### config.mk
export PLATFORM = sky130hd
export DESIGN_NAME = hmbd_decode
export DESIGN_NICKNAME = d
export VERILOG_FILES = /design/src/rtl/core/hmbd_pkg.sv /design/src/rtl/core/hmbd_decode.sv
export SDC_FILE = /design/constraint.sdc
export NUM_CORES = 1
export LEC_CHECK = 0
export ABC_AREA = 1
export BUFFER_PORTS_ARGS = -buffer_cell sky130_fd_sc_hd__buf_4
export CAP_MARGIN = 0
export CORE_AREA = 2 2 39 41
export DETAILED_ROUTE_END_ITERATION = 6
export DIE_AREA = 0 0 41 43
export PLACE_DENSITY = 0.73
export REMOVE_ABC_BUFFERS = 1
export SYNTH_ARGS = -nofsm -noshare
export SYNTH_HDL_FRONTEND = slang
export SYNTH_SLANG_ARGS = --single-unit
export TNS_END_PERCENT = 30
### constraint.sdc
create_clock -name vclk -period 1.5
set_input_delay 0.15 -clock vclk [all_inputs]
set_output_delay 0.15 -clock vclk [all_outputs]
set_load 0.02 [all_outputs]
### src/rtl/core/hmbd_pkg.sv
// Package of types and constants shared by the handheld memory bus decoder modules.
package hmbd_pkg;

	localparam int unsigned WRAM_DEPTH = 8192;
	localparam int unsigned WRAM_AW    = $clog2(WRAM_DEPTH);
	localparam int unsigned SMALL_DEPTH = 128;
	localparam int unsigned SMALL_AW    = $clog2(SMALL_DEPTH);

	localparam logic [15:0] ROM_END     = 16'h7FFF;
	localparam logic [15:0] BOOT_END    = 16'h00FF;
	localparam logic [15:0] VRAM_END    = 16'h9FFF;
	localparam logic [15:0] XRAM_END    = 16'hBFFF;
	localparam logic [15:0] ECHO_END    = 16'hFDFF;
	localparam logic [15:0] OAM_END     = 16'hFEFF;
	localparam logic [15:0] JOYPAD_ADDR = 16'hFF00;

	localparam logic [7:0] OAM_LO_END   = 8'h9F;
	localparam logic [7:0] TIMER_LO     = 8'h04;
	localparam logic [7:0] TIMER_HI     = 8'h07;
	localparam logic [7:0] SOUND_LO     = 8'h10;
	localparam logic [7:0] SOUND_HI     = 8'h3F;
	localparam logic [7:0] LCD_LO       = 8'h40;
	localparam logic [7:0] LCD_HI       = 8'h4B;
	localparam logic [7:0] IO_LAST      = 8'h7F;
	localparam logic [7:0] HRAM_LAST    = 8'hFE;

	localparam logic [SMALL_AW-1:0] IO_BOOT_IDX   = 7'h50;
	localparam logic [SMALL_AW-1:0] IO_JOYPAD_IDX = 7'h00;

	localparam logic [7:0] IE_RESET    = 8'hFF;
	localparam logic [7:0] UNUSED_BYTE = 8'hFF;

	typedef enum logic [2:0] {
		TGT_LOCAL  = 3'd0,
		TGT_MAPPER = 3'd1,
		TGT_VIDEO  = 3'd2,
		TGT_TIMER  = 3'd3,
		TGT_SOUND  = 3'd4,
		TGT_BOOT   = 3'd5,
		TGT_IGNORE = 3'd6
	} tgt_t;

	typedef enum logic [2:0] {
		AREA_NONE   = 3'd0,
		AREA_WRAM   = 3'd1,
		AREA_HRAM   = 3'd2,
		AREA_IO     = 3'd3,
		AREA_IE     = 3'd4,
		AREA_UNUSED = 3'd5
	} area_t;

	typedef struct packed {
		tgt_t               tgt;
		area_t              area;
		logic [WRAM_AW-1:0] idx;
	} dec_t;

	typedef struct packed {
		logic               en;
		area_t              area;
		logic [WRAM_AW-1:0] idx;
		logic [7:0]         data;
	} wr_req_t;

endpackage

### src/rtl/core/hmbd_decode.sv
// Address decoder: picks the routed target and the local storage area of one access.
module hmbd_decode
	import hmbd_pkg::*;
(
	input  logic        write,
	input  logic [15:0] address,
	input  logic        boot_off,
	output dec_t        dec
);

	logic [7:0] lo;

	assign lo = address[7:0];

	always_comb begin
		dec.tgt  = TGT_LOCAL;
		dec.area = AREA_NONE;
		dec.idx  = address[WRAM_AW-1:0];
		priority if (address <= ROM_END) begin
			if (!write && !boot_off && address <= BOOT_END) begin
				dec.tgt = TGT_BOOT;
			end else begin
				dec.tgt = TGT_MAPPER;
			end
		end else if (address <= VRAM_END) begin
			dec.tgt = TGT_VIDEO;
		end else if (address <= XRAM_END) begin
			dec.tgt = TGT_MAPPER;
		end else if (address <= ECHO_END) begin
			// Work RAM and its echo share the low thirteen address bits.
			dec.area = AREA_WRAM;
		end else if (address <= OAM_END) begin
			if (lo <= OAM_LO_END) begin
				dec.tgt = TGT_VIDEO;
			end else if (write) begin
				dec.tgt = TGT_IGNORE;
			end else begin
				dec.area = AREA_UNUSED;
			end
		end else if (lo >= TIMER_LO && lo <= TIMER_HI) begin
			dec.tgt = TGT_TIMER;
		end else if (lo >= SOUND_LO && lo <= SOUND_HI) begin
			dec.tgt = TGT_SOUND;
		end else if (lo >= LCD_LO && lo <= LCD_HI) begin
			dec.tgt = TGT_VIDEO;
		end else if (lo <= IO_LAST) begin
			dec.area = AREA_IO;
		end else if (lo <= HRAM_LAST) begin
			dec.area = AREA_HRAM;
		end else begin
			dec.area = AREA_IE;
		end
	end

endmodule

======== Word-level counts from Yosys, hierarchy flattened ========
Index checks and enable logic that the tools add are counted.
cells by class
  multiply operators ...................... 0
  bitwise logic cells ..................... 0
  magnitude comparators ................... 15
  reductions and logical operators ........ 7
  mux-type cells .......................... 22
  divide/modulo/power cells ............... 0
  $add $sub $neg .......................... 0
  shift-type cells ........................ 0
  equal/unequal tests ..................... 0
operators with widths
  operator                count
  $le A16 B16 Y1 const B  4
  $mux W3                 20
  $le A16 B15 Y1 const B  1
  $le A16 B8 Y1 const B   1
  $le A8 B7 Y1 const B    2
  $le A8 B8 Y1 const B    2
  $ge A8 B3 Y1 const B    1
  $ge A8 B5 Y1 const B    1
  $ge A8 B7 Y1 const B    1
  $le A8 B3 Y1 const B    1
  $le A8 B6 Y1 const B    1
  $mux W6                 1
  $logic_and A1 B1 Y1     5
  $logic_not A1 Y1        2
  $mux W2                 1
storage, ports and cells
  ROM bits ................................ 0
  bits in latches ......................... 0
  bits in writable memories ............... 0
  register bits after elaboration ......... 0
  memories kept ........................... 0
  logic and storage cells ................. 44
  output and inout bits ................... 19
  input port bits ......................... 18

======== Longest topological paths before layout ========
Gate-level depths: netlist (run 1).
  word-level depth ........................ 11
  mapped depth ............................ 7
  depth with buffers taken out ............ 7

======== Worst setup path before layout (run 1) ========
OpenSTA, ideal clock, no wires.
  path type ............................... input port to output port
  start point ............................. input port address[13]
  end point ............................... output port dec[13] (netlist bit)
  stages on the path ...................... 6
  arrival ................................. 0.948 ns
  path buffers ............................ 0
  path slack .............................. 0.402 ns
  data required time ...................... 1.350 ns
  cell sequence ........................... nand2_1 nor2_4 nand2_2 nor2_1 nand3_1 a21oi_1
RTL lines
  what             line              source
  start, declared  hmbd_decode.sv:6  input logic [15:0] address,
  end, declared    hmbd_decode.sv:8  output dec_t dec

==> key figures, run 1 <==
Setup path
  – Largest fanout on the critical path: 5
  – List of cells traversed by the critical path: buf_4 > or2_1 > nor2_1 > inv_1 > nand2_1 > nand2_1 > o21ai_1 > buf_4
  – Largest stage delay on the critical path: 0.22 ns
  – Critical Path Start Type: input pin
  – Crit Path Category: input pin to primary output
  – Critical Path Sink Type: primary output
  – Crit-path leading delay family: simple AND/OR/NAND/NOR gates
  – Critical path buffer and inverter count: 3
  – Required time of the worst setup path: 1.35 ns
  – Arrival time reported for the critical path endpoint: approximately 1.1 ns
  – Worst-path cell with the longest stage delay: or2_1

Cells and area
  – Count of nets after finishing: about 110
  – Sequential cell area in the final layout: 0 µm²
  – Layout cells sized above 1: around 48%
  – Layout overhead on the synthesized area: 53.9%
  – Antenna diodes: 0
  – Sequential cell count: 0
  – Clock buffers: 0

STA
  – Total negative slack for setup checks: 0 ns
  – Least setup slack across all paths after layout: between 0.2 and 0.3 ns
  – Post-layout min period: between 1 and 1.5 ns
  – Headroom to the max-slew limit: 81.0%
  – Hold violation total from the final report: 0
  – Upper clock frequency limit: 804 MHz
  – Final Max Slew Viols: 0
  – Actual slew at the worst max-slew pin: ~0.28 ns
  – Period Utilization, post-route: just over 80%
  – Unrepaired setup endpoints after global routing: false
  – Number of failing setup endpoints in the final timing report: 0

Floorplanning
  – DIE HEIGHT: between 40 and 50 µm
  – Placeable core region: around 1400 µm²
  – Die outline area: approximately 1800 µm²
  – Die Wd: 41 µm
  – Initial Utilization: 26.9%
  – Number of primary I/O pins: 37
  – Cell Rows: 14

Global routing
  – Vias in the first global route: 380
  – Sum of overflow across all layers after global routing: 0
  – Largest net degree at the start of global routing: 7
  – All-Layer GR Usage: between 9 and 10%
  – Number of antenna violations at the first check in global routing: 0
  – First-pass GRT wire length: between 1000 and 1500 µm

Route
  – Mean routed wirelength per cell: approximately 8.4 µm
  – DRC violation total after the first TritonRoute iteration: 7
  – Detailed Routing Iterations Pass 1: 4
  – Vias: ~470
  – Number of DRC violations after detailed routing: 0
  – Via-to-Cell Ratio: ~4.3
  – Total Wirelength: just over 900 µm
  – Antenna Violating Nets Remaining: 0

Placement
  – Port bufs: 37
  – Setup WS pre-CTS: around 0.28 ns
  – Gpl congestion: ~0.82
  – Post-DP HPWL: between 800 and 900 µm

Outcome
  – Run status: completed

Pwr
  – Leakage: between 0.0002 and 0.0003 µW
  – Peak supply drop: between 0.09 and 0.1 mV
  – Overall power after layout: 149 µW
  – Power density over the cells: ~260 nW/µm²

Logic synthesis
  – Total standard cell area after synthesis: about 370 µm²
  – Post-synthesis sequential area ratio: 0%
  – Yosys top cell area share: 26.3%
  – Post-synthesis cell type with the largest combined area: buf_4
  – Post-Synthesis Cells: 69
  – Syn_area_per_cell: around 5.4 µm²
  – Yosys warnings: 0
  – Unique masters post-synth: 18
  – Top post-synthesis cells by area: buf_4 (26%), nand2_1 (17%), nor2_1 (12%)

Clock network
  – Number of hold buffers added after CTS: 0
  – Quantity of gates resized following cts: 0
  – Postcts setup bufs: 0

Run
  – Max-capacitance violation count: 0

Min path
  – Kind of path behind the tightest hold check: input pin to primary output
-- cells by family (layout without fill, tap and decap cells) --
family | Yosys count | after routing | synth area share [%]
compound gates | 6 | 6 | 9.09
buf+inv | 19 | 43 | 32.3
simple gates | 44 | 44 | 58.6
-- cells in the mapped netlist, types with 2 or more instances --
master,count
nand2_1,17
buf_4,13
nor2_1,12
inv_1,5
a21oi_1,4
nand2_2,2
nand3_1,2
nand4_1,2
nor3_1,2
nor4_1,2
-- power by group --
| group | total (µW) | switching, µW | internal, µW |
|---|---|---|---|
| registers | 0 | 0 | 0 |
| logic | 149 | 78.8 | 70.2 |
| clock network | 0 | 0 | 0 |
| total | 149 | 78.8 | 70.2 |
-- per-stage QoR --
stage	std cells	hold slack [ns]	cell area, µm²	util, %
after floorplan	56	0.300	274	-
after global placement	109	0.507	572	41.3
after detailed placement	109	0.510	572	41.3
after CTS	109	0.510	572	41.3
after global routing	109	0.516	572	41.3
final	109	0.508	572	41.3
-- path summary, 6_finish.rpt --
check	start	endpoint	slack (ns)	cells after the start
worst max-delay path	address[7]	dec[18]	0.26	8
worst min-delay path	address[0]	dec[0]	0.51	2
-- layer usage --
metal  GRT usage (%)  up-vias  part of all wire [%]
li1                -      259                     -
met1            13.0      198                    35
met2            18.4       17                    56
met3               0        0                   8.1
met4               0        0                     0
met5               0        -                     0
-- cell type report --
type                            instances  area [µm²]
Tap cell                               16        20.0
Inverter                                6        22.5
Timing Repair Buffer                   37         278
Multi-Input combinational cell         50         251
Fill cell                             157         812
-- placed cells by master, fill, tap and decap left out, drive strengths merged --
cell,instances
nand4,2
o21ai,1
nand2,19
buf,37
a21oi,5
inv,6
nor3,2
nor2,14
nor4,2
nand3,4
or2,1
(Power assumes the default switching activity.)
==> run 2, diff against run 1 <==
Settings changed: PLACE_DENSITY 0.73 to 0.76.
Clock period 1.5 ns to 1.1 ns, I/O delays scaled along.
==> key figures, run 2 (synthesis results as in run 1) <==
Setup path
  – Startpoint of the most critical setup path: address[4] (was address[7])
  – Arrival time reported for the critical path endpoint: 1.07 ns (was 1.09 ns)
  – Largest fanout on the critical path: 3 (was 5)
  – Required time of the worst setup path: 0.99 ns (was 1.35 ns)
  – Crit Path Category: input pin to primary output (unchanged)
  – Critical path endpoint: dec[16] (was dec[18])
  – Critical Path Start Type: input pin (unchanged)
  – Critical Path Sink Type: primary output (unchanged)

STA
  – Least setup slack across all paths after layout: -0.0831 ns (was 0.256 ns)
  – Headroom to the max-slew limit: 82.0% (was 81.0%)
  – Unrepaired setup endpoints after global routing: true (was false)
  – Actual slew at the worst max-slew pin: 0.269 ns (was 0.282 ns)
  – Period Utilization, post-route: 108%
  – Final Max Slew Viols: 0 (unchanged)
  – Post-layout min period: ~1.2 ns
  – Upper clock frequency limit: between 800 and 900 MHz
  – Min Hold Slack: 0.427 ns (was 0.508 ns)
  – Number of failing setup endpoints in the final timing report: 3 (was 0)
  – Hold violation total from the final report: 0 (unchanged)

Global routing
  – Grt met3 use: 0% (unchanged)
  – Number of antenna violations at the first check in global routing: 0 (unchanged)
  – All-Layer GR Usage: 11.7% (was 9.99%)
  – First-pass GRT wire length: 1580 µm (was 1370 µm)
  – Met1 track utilization from global routing: 13.9% (was 13.0%)
  – Met2 Resource Use GR: 22.8% (was 18.4%)
  – Sum of overflow across all layers after global routing: 0 (unchanged)
  – GRT Max-Usage Layer: met2 (unchanged)
  – Largest net degree at the start of global routing: 6 (was 7)
  – Vias in the first global route: 423 (was 380)

Placement
  – Post-detailed-placement cell area: 587 µm² (was 572 µm²)
  – Port bufs: 37 (unchanged)
  – Post-DP HPWL: 892 µm (was 839 µm)
  – Gpl congestion: 0.794 (was 0.817)

Pwr
  – Leakage: 0.000340 µW (was 0.000290 µW)
  – Overall power after layout: 246 µW (was 149 µW)
  – Peak supply drop: 0.139 mV (was 0.0910 mV)
  – Power density over the cells: 349 nW/µm² (was 261 nW/µm²)

Route
  – Mean routed wirelength per cell: 11.0 µm (was 8.39 µm)
  – Total Wirelength: 1240 µm (was 914 µm)
  – Antenna Violating Nets Remaining: 0 (unchanged)
  – DRC violation total after the first TritonRoute iteration: 9 (was 7)
  – Vias: 521 (was 474)
  – Number of DRC violations after detailed routing: 0 (unchanged)
  – Via-to-Cell Ratio: 4.61 (was 4.35)
  – Detailed Routing Iterations Pass 1: 4 (unchanged)

Cells and area
  – Commonest non-fill, non-tap cells in the layout: buf_4 (34), nand2_1 (16), nor2_2 (8) (was buf_4 (37), nand2_1 (17), nor2_1 (12))
  – Total of fill cells in the finished design: 134 (was 157)
  – Count of nets after finishing: 117 (was 113)
  – Layout cells sized above 1: 66.0% (was 48.4%)
  – Antenna diodes: 0 (unchanged)
  – Post-route cell area: 703 µm² (was 572 µm²)
  – Area of combinational cells with multiple inputs: 319 µm² (was 251 µm²)
  – Most frequent standard cell in the layout excluding fill and tap cells: buf_4 (unchanged)
  – Layout overhead on the synthesized area: 89.2% (was 53.9%)
  – Sequential cell area in the final layout: 0 µm² (unchanged)
  – Sequential cell count: 0 (unchanged)
  – Clock buffers: 0 (unchanged)

Floorplanning
  – Die Wd: 41 µm (unchanged)
  – Placeable core region: 1380 µm² (unchanged)
  – Initial Utilization: 26.9% (unchanged)
  – DIE HEIGHT: 43 µm (unchanged)
  – Die outline area: 1760 µm² (unchanged)
  – Cell Rows: 14 (unchanged)
  – Number of primary I/O pins: 37 (unchanged)

Clock network
  – Number of hold buffers added after CTS: 0 (unchanged)

Outcome
  – Violations in the final reports: setup timing
  – Run status: finished, violations left (was completed)

Run
  – Max-capacitance violation count: 0 (unchanged)

Min path
  – Kind of path behind the tightest hold check: input pin to primary output (unchanged)
  – Worst hold stages: 2 (unchanged)
run 2: changes by cell type in the layout (fill, tap and decap cells not counted), sizes merged:
| cell | delta |
|---|---|
| buf | +4 |
run 2: what timing repair did:
| action | in CTS | in global routing |
|---|---|---|
| setup endpoints to repair | 6 | 6 |
| pin swaps | 5 | 14 |
| setup buffers | 1 | 1 |
| gates resized for setup | 5 | 24 |
run 2: how the worst min path moves through the flow:
stage	start	to	slack, ns
2_1_floorplan	address[0]	dec[0]	0.22
3_3_place_gp	address[0]	dec[0]	0.43
3_5_place_dp	address[1]	dec[1]	0.43
4_1_cts	address[0]	dec[0]	0.43
5_1_grt	address[1]	dec[1]	0.44
6_report	address[0]	dec[0]	0.43
run 2: worst max-delay path, cell delays in order:
cell and delay [ns]:
buf_4 0.12, nor2_2 0.16, nand2_1 0.08, nor2_2 0.15, a21oi_1 0.10, a21oi_1 0.17, buf_4 0.17
run 2: per-layer routing:
layer | vias to the layer above | part of all wire [%]
li1 | 269 | -
met1 | 221 | 36
met2 | 29 | 57
met3 | 2 | 5.9
met4 | 0 | 1.4
met5 | - | 0
run 2: metrics by stage:
step / std cells / util, % / setup slack (ns) / setup TNS [ns]
after global placement: 111 / 42.4 / -0.0421 / -0.120
after detailed placement: 111 / 42.4 / -0.0576 / -0.189
after floorplan: 56 / - / 0.0824 / 0
after global routing: 113 / 50.8 / -0.125 / -0.527
final: 113 / 50.8 / -0.0831 / -0.139
after CTS: 112 / 44.1 / -0.0384 / -0.0952
run 2: layout make-up:
cell class / count / share of cell area, %
repair buffers: 41 / 48.6
multi-input cells: 50 / 45.4
well taps: 16 / 2.85
inverters: 6 / 3.20
run 2: power breakdown:
group | total (µW) | internal (µW) | switching, µW
clock | 0 | 0 | 0
combinational | 246 | 118 | 128
sequential | 0 | 0 | 0
total | 246 | 118 | 128
